--- config.mk ---
export PLATFORM = sky130hd
export DESIGN_NAME = cbspl_ctrl
export DESIGN_NICKNAME = d
export VERILOG_FILES = /design/src/cbspl_pkg.sv /design/src/cbspl_ctrl.sv
export SDC_FILE = /design/constraint.sdc
export NUM_CORES = 1
export LEC_CHECK = 0
export BUFFER_PORTS_ARGS = -buffer_cell sky130_fd_sc_hd__buf_4
export CAP_MARGIN = 20
export CORE_ASPECT_RATIO = 1.1
export CORE_UTILIZATION = 53
export DETAILED_ROUTE_END_ITERATION = 6
export PLACE_DENSITY = 0.88
export SLEW_MARGIN = 20
export SYNTH_ARGS = -nofsm -noshare
export SYNTH_HDL_FRONTEND = slang
export SYNTH_SLANG_ARGS = --single-unit
--- constraint.sdc ---
create_clock -name clk -period 2.36 [get_ports clk]
set_clock_uncertainty 0.1 [all_clocks]
set_input_delay 0.236 -clock clk [delete_from_list [all_inputs] [get_ports clk]]
set_output_delay 0.236 -clock clk [all_outputs]
set_load 0.1 [all_outputs]
--- src/cbspl_pkg.sv ---
// ----------------------------------------------------------------------------
// cbspl_pkg
// Shared constants, widths and command type for the cubic B-spline evaluator.
// ----------------------------------------------------------------------------
package cbspl_pkg;

  localparam int MAX_POINTS    = 64;
  localparam int SPLINE_DEGREE = 3;
  localparam int ADDR_W        = $clog2(MAX_POINTS);
  localparam int COUNT_W       = 7;
  localparam int FRAC_W        = 12;
  localparam int TINT_W        = 8;
  localparam int T_W           = TINT_W + FRAC_W;
  localparam int COORD_W       = 16;
  localparam int TAN_W         = 17;
  localparam int NUM_COORDS    = 3;
  localparam int DIV_STEPS     = TINT_W;

  // weight and accumulator widths
  localparam int PB_W   = 40;
  localparam int TB_W   = 28;
  localparam int PACC_W = 56;
  localparam int TACC_W = 46;
  localparam int Q_W    = 22;

  localparam logic signed [PB_W-1:0]   ONE_PB = PB_W'(1) <<< (3*FRAC_W);
  localparam logic signed [TB_W-1:0]   ONE_TB = TB_W'(1) <<< (2*FRAC_W);
  localparam logic signed [PACC_W-1:0] HALF_P = PACC_W'(3) <<< (3*FRAC_W);
  localparam logic signed [TACC_W-1:0] HALF_T = TACC_W'(3) <<< (2*FRAC_W);

  // floor divide by 6 through a biased reciprocal multiply
  localparam int DIVY_W = 20;
  localparam int RECIP_SH = 21;
  localparam logic [DIVY_W-1:0]      RECIP     = DIVY_W'(((1 << RECIP_SH) + 1) / 3);
  localparam logic signed [Q_W-1:0]  BIAS      = Q_W'(6 * (1 << 17));
  localparam logic signed [Q_W-1:0]  BIAS_DIV6 = Q_W'(1 << 17);

  localparam logic signed [Q_W-1:0] POS_MAX = Q_W'(32767);
  localparam logic signed [Q_W-1:0] POS_MIN = -Q_W'(32768);
  localparam logic signed [Q_W-1:0] TAN_MAX = Q_W'(65535);
  localparam logic signed [Q_W-1:0] TAN_MIN = -Q_W'(65536);

  localparam logic [1:0] SEL_X = 2'd0;
  localparam logic [1:0] SEL_Y = 2'd1;
  localparam logic [1:0] SEL_Z = 2'd2;

  typedef struct packed {
    logic       store;
    logic       load_eval;
    logic       div_step;
    logic       rd_en;
    logic       mul_en;
    logic       fin_en;
    logic [1:0] sel;
    logic [1:0] k;
  } cbspl_cmd_t;

endpackage

--- src/cbspl_ctrl.sv ---
// ----------------------------------------------------------------------------
// cbspl_ctrl
// Sequencer: segment wrap, point reads, multiply-accumulate, rounding, done.
// ----------------------------------------------------------------------------
module cbspl_ctrl import cbspl_pkg::*; (
  input  logic       clk,
  input  logic       rst,
  input  logic       start,
  input  logic       mode,
  output logic       busy,
  output logic       done,
  output cbspl_cmd_t cmd
);

  typedef enum logic [6:0] {
    S_IDLE  = 7'b0000001,
    S_DIV   = 7'b0000010,
    S_READ  = 7'b0000100,
    S_MUL   = 7'b0001000,
    S_DRAIN = 7'b0010000,
    S_FIN   = 7'b0100000,
    S_DONE  = 7'b1000000
  } state_t;

  state_t     state, state_next;
  logic [2:0] cnt, cnt_next;
  logic [1:0] k, k_next;
  logic [1:0] c, c_next;

  always_ff @(posedge clk) begin
    if (rst) begin
      state <= S_IDLE;
      cnt   <= '0;
      k     <= '0;
      c     <= '0;
    end else begin
      state <= state_next;
      cnt   <= cnt_next;
      k     <= k_next;
      c     <= c_next;
    end
  end

  always_comb begin
    state_next    = state;
    cnt_next      = cnt;
    k_next        = k;
    c_next        = c;
    cmd           = '0;
    cmd.k         = k;
    cmd.sel       = c;
    done          = 1'b0;
    unique case (state)
      S_IDLE: begin
        cmd.store = start & ~mode;
        if (start && mode) begin
          cmd.load_eval = 1'b1;
          cnt_next      = '0;
          state_next    = S_DIV;
        end
      end
      S_DIV: begin
        cmd.div_step = 1'b1;
        cnt_next     = cnt + 3'd1;
        if (cnt == 3'(DIV_STEPS - 1)) begin
          k_next     = '0;
          state_next = S_READ;
        end
      end
      S_READ: begin
        cmd.rd_en  = 1'b1;
        c_next     = '0;
        state_next = S_MUL;
      end
      S_MUL: begin
        cmd.mul_en = 1'b1;
        if (c == 2'(NUM_COORDS - 1)) begin
          c_next = '0;
          if (k == 2'(SPLINE_DEGREE)) begin
            state_next = S_DRAIN;
          end else begin
            k_next     = k + 2'd1;
            state_next = S_READ;
          end
        end else begin
          c_next = c + 2'd1;
        end
      end
      S_DRAIN: begin
        c_next     = '0;
        state_next = S_FIN;
      end
      S_FIN: begin
        cmd.fin_en = 1'b1;
        if (c == 2'(NUM_COORDS - 1)) begin
          state_next = S_DONE;
        end else begin
          c_next = c + 2'd1;
        end
      end
      S_DONE: begin
        done       = 1'b1;
        state_next = S_IDLE;
      end
      default: state_next = S_IDLE;
    endcase
  end

  assign busy = (state != S_IDLE);

endmodule

==> flow_summary.json, run 1 <==
{
  "status": "finished with violations",
  "violations": "negative setup slack",
  "cts_num_sinks": 14,
  "gr-usage-all-layers": 0.308,
  "drc_errors": 0,
  "wl_per_cell_um": 17.5,
  "maxCapViolations": 0,
  "end_kind": "output pin",
  "ys_ff_latch": 14,
  "via_count": 890,
  "dpl.hpwl_mm": 1.69,
  "ys_types": 42,
  "clk_latency_ns": 0.29,
  "cts-root-buf": "clkbuf_4",
  "synth_area_per_cell_um2": 8.81,
  "hold_depth": 2,
  "grt-ovfl-total": 0,
  "finalCriticalPeriod_ns": 2.47,
  "fp.dieH_um": 44.8,
  "gp_congestion": 0.888,
  "syn_inst": 100,
  "rr_worst_depth": 4,
  "worstSetupStartpointType": "flip-flop",
  "grt_pass1_wl_mm": 3.71,
  "required_ns": 2.02,
  "drive_gt1_frac": 0.392,
  "yosys_most_used_dff": "dfxtp_1",
  "ios": 16,
  "avgViaCountPerCell": 6.27,
  "setup-violations-final": 3,
  "die_w_um": 40.9,
  "die_area_mm2": 0.00183,
  "tightest_slew_ns": 0.426,
  "drtAntennaViolNets": 0,
  "cp.arrival_ns": 2.13,
  "layout_setup_ws_ns": -0.108,
  "io_buffer_count": 15,
  "start_util": 0.565,
  "num_rows": 15,
  "ys_warn_count": 0,
  "hold_ws_ns": 0.136,
  "core-area_mm2": 0.00156,
  "h-tree-depth": 1,
  "max_freq_ghz": 0.405,
  "dp_cells": 136,
  "wl_mm": 2.48,
  "drtIter0Drc": 32,
  "cts.clk_slew.worst_paths_ns": 0.09,
  "synth-edff-count": 0,
  "powerDensity_mw_per_mm2": 456,
  "vdd_drop_max_v": 0.000321,
  "holdBufCountCts": 0,
  "cts.path.max_buffers": 2,
  "n_antenna_cell": 0,
  "fin_cells": 142,
  "final_common_cell": "buf_4",
  "async_flop_share": 0,
  "cts_inserted_buffers": 3,
  "holdCritPathClass": "in -> reg",
  "grt_antenna_before_repair": 0,
  "place_ws_ns": 0.158,
  "finalPower_uw": 564,
  "final_nets": 136,
  "grt_max_degree": 17,
  "areaGrowthSynthToFinish_pct": 40.5,
  "yosysSeqAreaShare": 0.318,
  "fin_crit_sh": 1.05,
  "dr.pass1.iters": 6,
  "hold_viol": 0,
  "syn_nets": 110,
  "rsz0062_at_grt": "yes",
  "p_leak_nw": 0.490,
  "mostFrequentLayoutCells": "buf_4, dfxtp_1, nand2_1, ha_1, nor3_1",
  "cp_max_fo": 5,
  "synth_area_um2": 881,
  "crit_type": "reg -> out",
  "slew_headroom": 0.715,
  "drv_slew": 0,
  "grt_pass1_vias": 821,
  "finalSetupTns_ns": -0.132,
  "cts_tree": "done"
}
[stage by stage]
step            util  instance area, um2
6_report       0.794                1240
5_1_grt        0.794                1240
4_1_cts        0.778                1210
3_5_place_dp   0.742                1160
3_3_place_gp   0.742                1160
2_1_floorplan      -                 987
[cells by family (layout without fill, tap and decap cells)]
logic type	count (synthesis)	count (layout)	synth area share
simple gates	42	42	0.303
compound gates	23	23	0.192
flops	14	14	0.318
buf+inv	11	36	0.0568
fa+ha+maj	6	6	0.0852
mux	3	3	0.0355
xor+xnor	1	1	0.00994
[Yosys cell counts (3+ instances only)]
master    number  share of area
nand2_1        6          0.026
nand2b_1       4          0.028
nor2_1         5          0.021
ha_1           6          0.085
o21ai_0        4          0.023
a22oi_1        3          0.026
a21oi_1        4          0.023
dfxtp_1       14           0.32
nor3_1         5          0.028
nor3b_1        3          0.026
inv_1          6          0.026
[state kept, by name (all words and copies together) (netlist names)]
signal and cells:
c 2, cnt 3, k 2, state 7
[area by class of cell]
class	count	area, um2
multi-input cells	75	631
well taps	17	21.3
fillers	97	320
inverters	7	47.5
repair buffers	25	216
clock buffers	4	36.3
flip-flops and latches	14	285
[critical path, cell delays in order, from the launching register on]
cell and delay [ns]:
dfxtp_2 0.33, or4_4 0.57, nor4b_4 0.29, bufinv_8 0.24
nor3b_4 0.21, buf_12 0.20
[per-layer routing]
layer / GRT usage / vias to the layer above / part of all wire
met3: 0.0739 / 10 / 0.039
li1: - / 420 / -
met2: 0.494 / 27 / 0.53
met4: 0.180 / 0 / 0.031
met1: 0.358 / 433 / 0.40
met5: 0 / - / 0
[power by group]
part	internal [mW]	switching (mW)
sequential	0.239	0.00507
combinational	0.0555	0.0868
clock	0.0941	0.0835
[final timing paths]
path / slack [ns] / start / end
worst max-delay path: -0.11 / state[4] / cmd[9]
worst min-delay path: 0.14 / rst / cnt[0]
worst max register to register: 0.15 / state[0] / k[0]
worst min register to register: 0.40 / k[1] / k[1]
[repair_timing]
action | in CTS | in global routing
setup buffers | 0 | 2
hold endpoints to repair | 0 | 0
resized for setup | 5 | 3
pin swaps | 0 | 4
setup endpoints to repair | 3 | 3
No activity file was read; power rests on OpenSTA's default activity.
==> run 2, diff against run 1 <==
--- a/config.mk
+++ b/config.mk
@@ -7,10 +7,12 @@
 export LEC_CHECK = 0
 export BUFFER_PORTS_ARGS = -buffer_cell sky130_fd_sc_hd__buf_4
 export CAP_MARGIN = 20
+export CELL_PAD_IN_SITES_DETAIL_PLACEMENT = 0
+export CELL_PAD_IN_SITES_GLOBAL_PLACEMENT = 1
 export CORE_ASPECT_RATIO = 1.1
-export CORE_UTILIZATION = 53
+export CORE_UTILIZATION = 40
 export DETAILED_ROUTE_END_ITERATION = 6
-export PLACE_DENSITY = 0.88
+export PLACE_DENSITY = 0.89
 export SLEW_MARGIN = 20
 export SYNTH_ARGS = -nofsm -noshare
 export SYNTH_HDL_FRONTEND = slang
==> run 2 against run 1 <==
The flow still finishes with violations (negative setup slack). Final area is 1.5% higher. Global-route usage is 10 points lower. Clock power hardly changed. Worst hold slack worse by 0.0024 ns. Largest cell class unchanged. Largest power group unchanged.
==> flow_summary.json, run 2 (synthesis gave the netlist of run 1 again) <==
{
  "crit_type": "reg -> out",
  "finalSetupTns_ns": -0.0161,
  "wl_per_cell_um": 13.9,
  "path_cells": "or4_4 > nor4b_4 > bufinv_8 > nor3b_4 > buf_12",
  "slew_headroom": 0.750,
  "hold_viol": 0,
  "cts.clk_slew.worst_paths_ns": 0.10,
  "h-tree-depth": 1,
  "grt_max_degree": 17,
  "mostFrequentLayoutCells": "buf_4, dfxtp_1, nand2_1, ha_1, nor3_1",
  "cp_slowest_cell": "or4_4",
  "r2r-start": "state[4]",
  "holdCritPathClass": "in -> reg",
  "layout_setup_ws_ns": -0.0161,
  "largest_register": "state",
  "drc_errors": 0,
  "dpl.hpwl_mm": 1.67,
  "dpl_cell_area_mm2": 0.00118,
  "setup-violations-final": 1,
  "holdBufCountCts": 0,
  "timing.critical_path.from": "state[4]",
  "clockPowerShare": 0.317,
  "worstSetupStartpointType": "flip-flop",
  "gp_congestion": 0.819,
  "power_switching_uw": 169,
  "drtAntennaViolNets": 0,
  "hold_path_startpoint": "rst",
  "cp.arrival_ns": 2.04,
  "drive_gt1_frac": 0.389,
  "fin_crit_sh": 1.01,
  "gr-usage-all-layers": 0.208,
  "swShare": 0.303,
  "fin_cells": 154,
  "drv_slew": 0,
  "critPathBufInv": 2,
  "maxCapViolations": 0,
  "grt_pass1_wl_mm": 3.51,
  "start_util": 0.431,
  "fin_area_mm2": 0.00126,
  "hold_ws_ns": 0.134,
  "vdd_drop_max_v": 0.000306,
  "cts.path.max_buffers": 2,
  "grt_antenna_before_repair": 0,
  "cts_inserted_buffers": 3,
  "die_area_mm2": 0.00239,
  "seqPwrFrac": 0.434,
  "fp.dieH_um": 51.2,
  "dp_cells": 148,
  "grt_pass1_vias": 825,
  "core-area_mm2": 0.00204,
  "cp_max_fo": 4,
  "final_nets": 137,
  "fillerInstances": 197,
  "finalCriticalPeriod_ns": 2.38,
  "top_regs": "state (7), cnt (3)",
  "wl_mm": 2.14,
  "violations": "negative setup slack",
  "end_kind": "output pin",
  "finalPower_uw": 556,
  "areaGrowthSynthToFinish_pct": 42.6,
  "status": "finished with violations",
  "avgViaCountPerCell": 5.56,
  "combPwrFrac": 0.249,
  "io_buffer_count": 15,
  "via_count": 857,
  "cpLargestDelayFamily": "simple AND/OR/NAND/NOR gates",
  "p_int_uw": 387,
  "max_freq_ghz": 0.421,
  "n_antenna_cell": 0,
  "largest_reg_flops": 7,
  "ios": 16,
  "die_w_um": 46.7,
  "final_common_cell": "buf_4",
  "place_ws_ns": 0.168,
  "dr.pass1.iters": 4,
  "cts-root-buf": "clkbuf_4",
  "required_ns": 2.02,
  "crit_path_max_incr_delay_ns": 0.57,
  "powerDensity_mw_per_mm2": 442,
  "num_rows": 17,
  "drtIter0Drc": 11,
  "tightest_slew_ns": 0.365,
  "grt-ovfl-total": 0,
  "p_leak_nw": 0.494,
  "rsz0062_at_grt": "yes",
  "cts_num_sinks": 14,
  "post-route-util": 0.615,
  "clk_latency_ns": 0.29,
  "cts_tree": "done"
}
==> run 2: cell types whose count changed in the layout (fill, tap and decap cells not counted), sizes merged <==
cell | previous run | this run
buf | 25 | 26
==> run 2: final cells by class <==
type	instances	area [um2]	area share
Tap cell	28	35.0	0.0279
Clock buffer	4	36.3	0.0289
Multi-Input combinational cell	75	631	0.502
Inverter	7	47.5	0.0378
Timing Repair Buffer	26	223	0.177
Sequential cell	14	284	0.226
==> run 2: what timing repair did <==
| action | in CTS | in global routing |
|---|---|---|
| pin swaps | 2 | 0 |
| cloned | 0 | 0 |
| gates resized for setup | 4 | 3 |
| buffers inserted | 2 | 0 |
| setup endpoints to repair | 3 | 3 |
==> run 2: path summary, 6_finish.rpt <==
path	to	slack, ns	cells past startpoint
hold / removal	cnt[0]	0.13	2
setup reg to reg	k[0]	0.18	4
setup / recovery	cmd[9]	-0.02	5
hold reg to reg	k[1]	0.39	2
==> run 2: power by group through the flow <==
| stage | Clock, mW | Combinational (mW) | Sequential (mW) |
|---|---|---|---|
| 2_1_floorplan | 0 | 0.0938 | 0.251 |
| 3_3_place_gp | 0 | 0.129 | 0.247 |
| 3_5_place_dp | 0 | 0.130 | 0.247 |
| 4_1_cts | 0.182 | 0.135 | 0.241 |
| 5_1_grt | 0.187 | 0.145 | 0.242 |
| 6_report | 0.176 | 0.138 | 0.241 |
==> run 2: routing by layer <==
metal / routed length, um / up-vias / track usage
li1: - / 421 / -
met3: 73 / 6 / 0.0283
met1: 912 / 411 / 0.233
met2: 1110 / 19 / 0.363
met4: 42 / 0 / 0.110
met5: 0 / - / 0
==> run 3, diff against run 2 <==
--- a/config.mk
+++ b/config.mk
@@ -13,6 +13,7 @@
 export CORE_UTILIZATION = 40
 export DETAILED_ROUTE_END_ITERATION = 6
 export PLACE_DENSITY = 0.89
+export SKIP_CTS_REPAIR_TIMING = 1
 export SLEW_MARGIN = 20
 export SYNTH_ARGS = -nofsm -noshare
 export SYNTH_HDL_FRONTEND = slang
==> run 3 against run 2 <==
The flow still finishes with violations (negative setup slack). Critical path depth did not move. Combinational power rose by 4%. Global-route usage fell by 0.42 points. Sequential power barely moved. Total power rose by 0.95%. Register-to-register slack got worse by 0.02 ns. Flip-flop and latch count did not move. Critical endpoint unchanged. Largest power group unchanged.
==> flow_summary.json, run 3 (synthesis gave the netlist of run 1 again) <==
{
  "status": "finished with violations",
  "violations": "negative setup slack",
  "crit_path_max_incr_delay_ns": 0.59,
  "drtAntennaViolNets": 0,
  "grt_max_degree": 17,
  "die_area_mm2": 0.00239,
  "rr_worst_depth": 4,
  "gr-usage-all-layers": 0.204,
  "grt_antenna_before_repair": 0,
  "drc_errors": 0,
  "hold_viol": 0,
  "io_buffer_count": 15,
  "drive_gt1_frac": 0.384,
  "grt_pass1_wl_mm": 3.44,
  "n_antenna_cell": 0,
  "mostFrequentLayoutCells": "buf_4, dfxtp_1, nand2_1, ha_1, nor3_1",
  "tightest_slew_ns": 0.361,
  "fillerInstances": 203,
  "die_w_um": 46.7,
  "fp.dieH_um": 51.2,
  "cts_num_sinks": 14,
  "dp_cells": 148,
  "largest_reg_flops": 7,
  "cp.arrival_ns": 2.11,
  "avgViaCountPerCell": 5.61,
  "grt-ovfl-total": 0,
  "end_kind": "output pin",
  "hold_depth": 2,
  "p_leak_nw": 0.488,
  "cts.clk_slew.worst_paths_ns": 0.10,
  "finalSetupTns_ns": -0.0852,
  "powerDensity_mw_per_mm2": 449,
  "fin_cells": 153,
  "cp_max_fo": 5,
  "drv_slew": 0,
  "wl_mm": 2.14,
  "holdCritPathClass": "in -> reg",
  "cp_slowest_cell": "or4_4",
  "final_common_cell": "buf_4",
  "required_ns": 2.02,
  "cts_tree": "done",
  "cpLargestDelayFamily": "simple AND/OR/NAND/NOR gates",
  "clk_latency_ns": 0.29,
  "maxCapViolations": 0,
  "critPathBufInv": 2,
  "via_count": 858,
  "r2r-end": "k[0]",
  "layout_setup_ws_ns": -0.0852,
  "top_regs": "state (7), cnt (3)",
  "path_cells": "or4_4 > nor4b_4 > bufinv_8 > nor3b_4 > buf_12",
  "ios": 16,
  "vdd_drop_max_v": 0.000315,
  "largest_register": "state",
  "crit_type": "reg -> out",
  "grt_pass1_vias": 816,
  "dr.pass1.iters": 4,
  "fin_crit_sh": 1.04,
  "cts_inserted_buffers": 3,
  "r2r-start": "state[2]",
  "finalCriticalPeriod_ns": 2.45,
  "worstSetupStartpointType": "flip-flop",
  "dpl.hpwl_mm": 1.67,
  "core-area_mm2": 0.00204,
  "h-tree-depth": 1,
  "finalPower_uw": 561,
  "cts.path.max_buffers": 2,
  "gp_congestion": 0.819,
  "wl_per_cell_um": 14.0,
  "hold_path_startpoint": "rst",
  "drtIter0Drc": 15,
  "start_util": 0.431,
  "post-route-util": 0.612,
  "r2r_slack_ns": 0.16,
  "max_freq_ghz": 0.409,
  "setup-violations-final": 1,
  "rsz0062_at_grt": "yes",
  "slew_headroom": 0.753,
  "final_nets": 136,
  "num_rows": 17,
  "whs_endpoint": "cnt[0]",
  "areaGrowthSynthToFinish_pct": 41.9,
  "cts-root-buf": "clkbuf_4"
}
run 3: changes by cell type in the layout (fill, tap and decap cells not counted), sizes merged:
cell,previous run,this run
buf,26,25
run 3: final cells by class:
cell class	instances	area [um2]	area share
inverters	7	47.5	0.0380
clock buffers	4	36.3	0.0290
flip-flops and latches	14	284	0.227
multi-input cells	75	631	0.505
repair buffers	25	216	0.173
well taps	28	35.0	0.0280
run 3: worst register-to-register path, delay by kind of cell (launching register included):
| family | cells | cell delay [ns] |
|---|---|---|
| AND/OR/NAND/NOR | 2 | 1.03 |
| AO/OA/AOI/OAI | 1 | 0.30 |
| flip-flops | 1 | 0.31 |
| multiplexers | 1 | 0.35 |
run 3: metal layers:
metal | vias up | wire length (um) | global-route usage
li1 | 420 | - | -
met3 | 6 | 86 | 0.0283
met5 | - | 0 | 0
met2 | 21 | 1080 | 0.356
met4 | 0 | 47 | 0.110
met1 | 411 | 923 | 0.227
run 3: power breakdown:
part | total, mW | switching, mW | leakage, nW | internal (mW)
Clock | 0.176 | 0.0822 | 0.0210 | 0.0939
Combinational | 0.144 | 0.0861 | 0.352 | 0.0575
Sequential | 0.241 | 0.00184 | 0.115 | 0.240
run 3: through the flow:
stage          area [um2]  setup WS, ns  hold slack [ns]
6_report             1250       -0.0852            0.131
5_1_grt              1250        -0.115            0.141
4_1_cts              1210        -0.121            0.123
3_5_place_dp         1180         0.168            0.388
3_3_place_gp         1180         0.185            0.372
2_1_floorplan         987        -0.390            0.208
run 3: worst max path at each step:
stage	startpoint	endpoint	slack [ns]	cells after the start
after floorplan	state[3]	cmd[9]	-0.39	5
after global placement	state[2]	k[0]	0.19	4
after detailed placement	state[2]	k[0]	0.17	4
after CTS	state[2]	cmd[9]	-0.12	5
after global routing	state[2]	cmd[9]	-0.12	5
final	state[2]	cmd[9]	-0.09	5
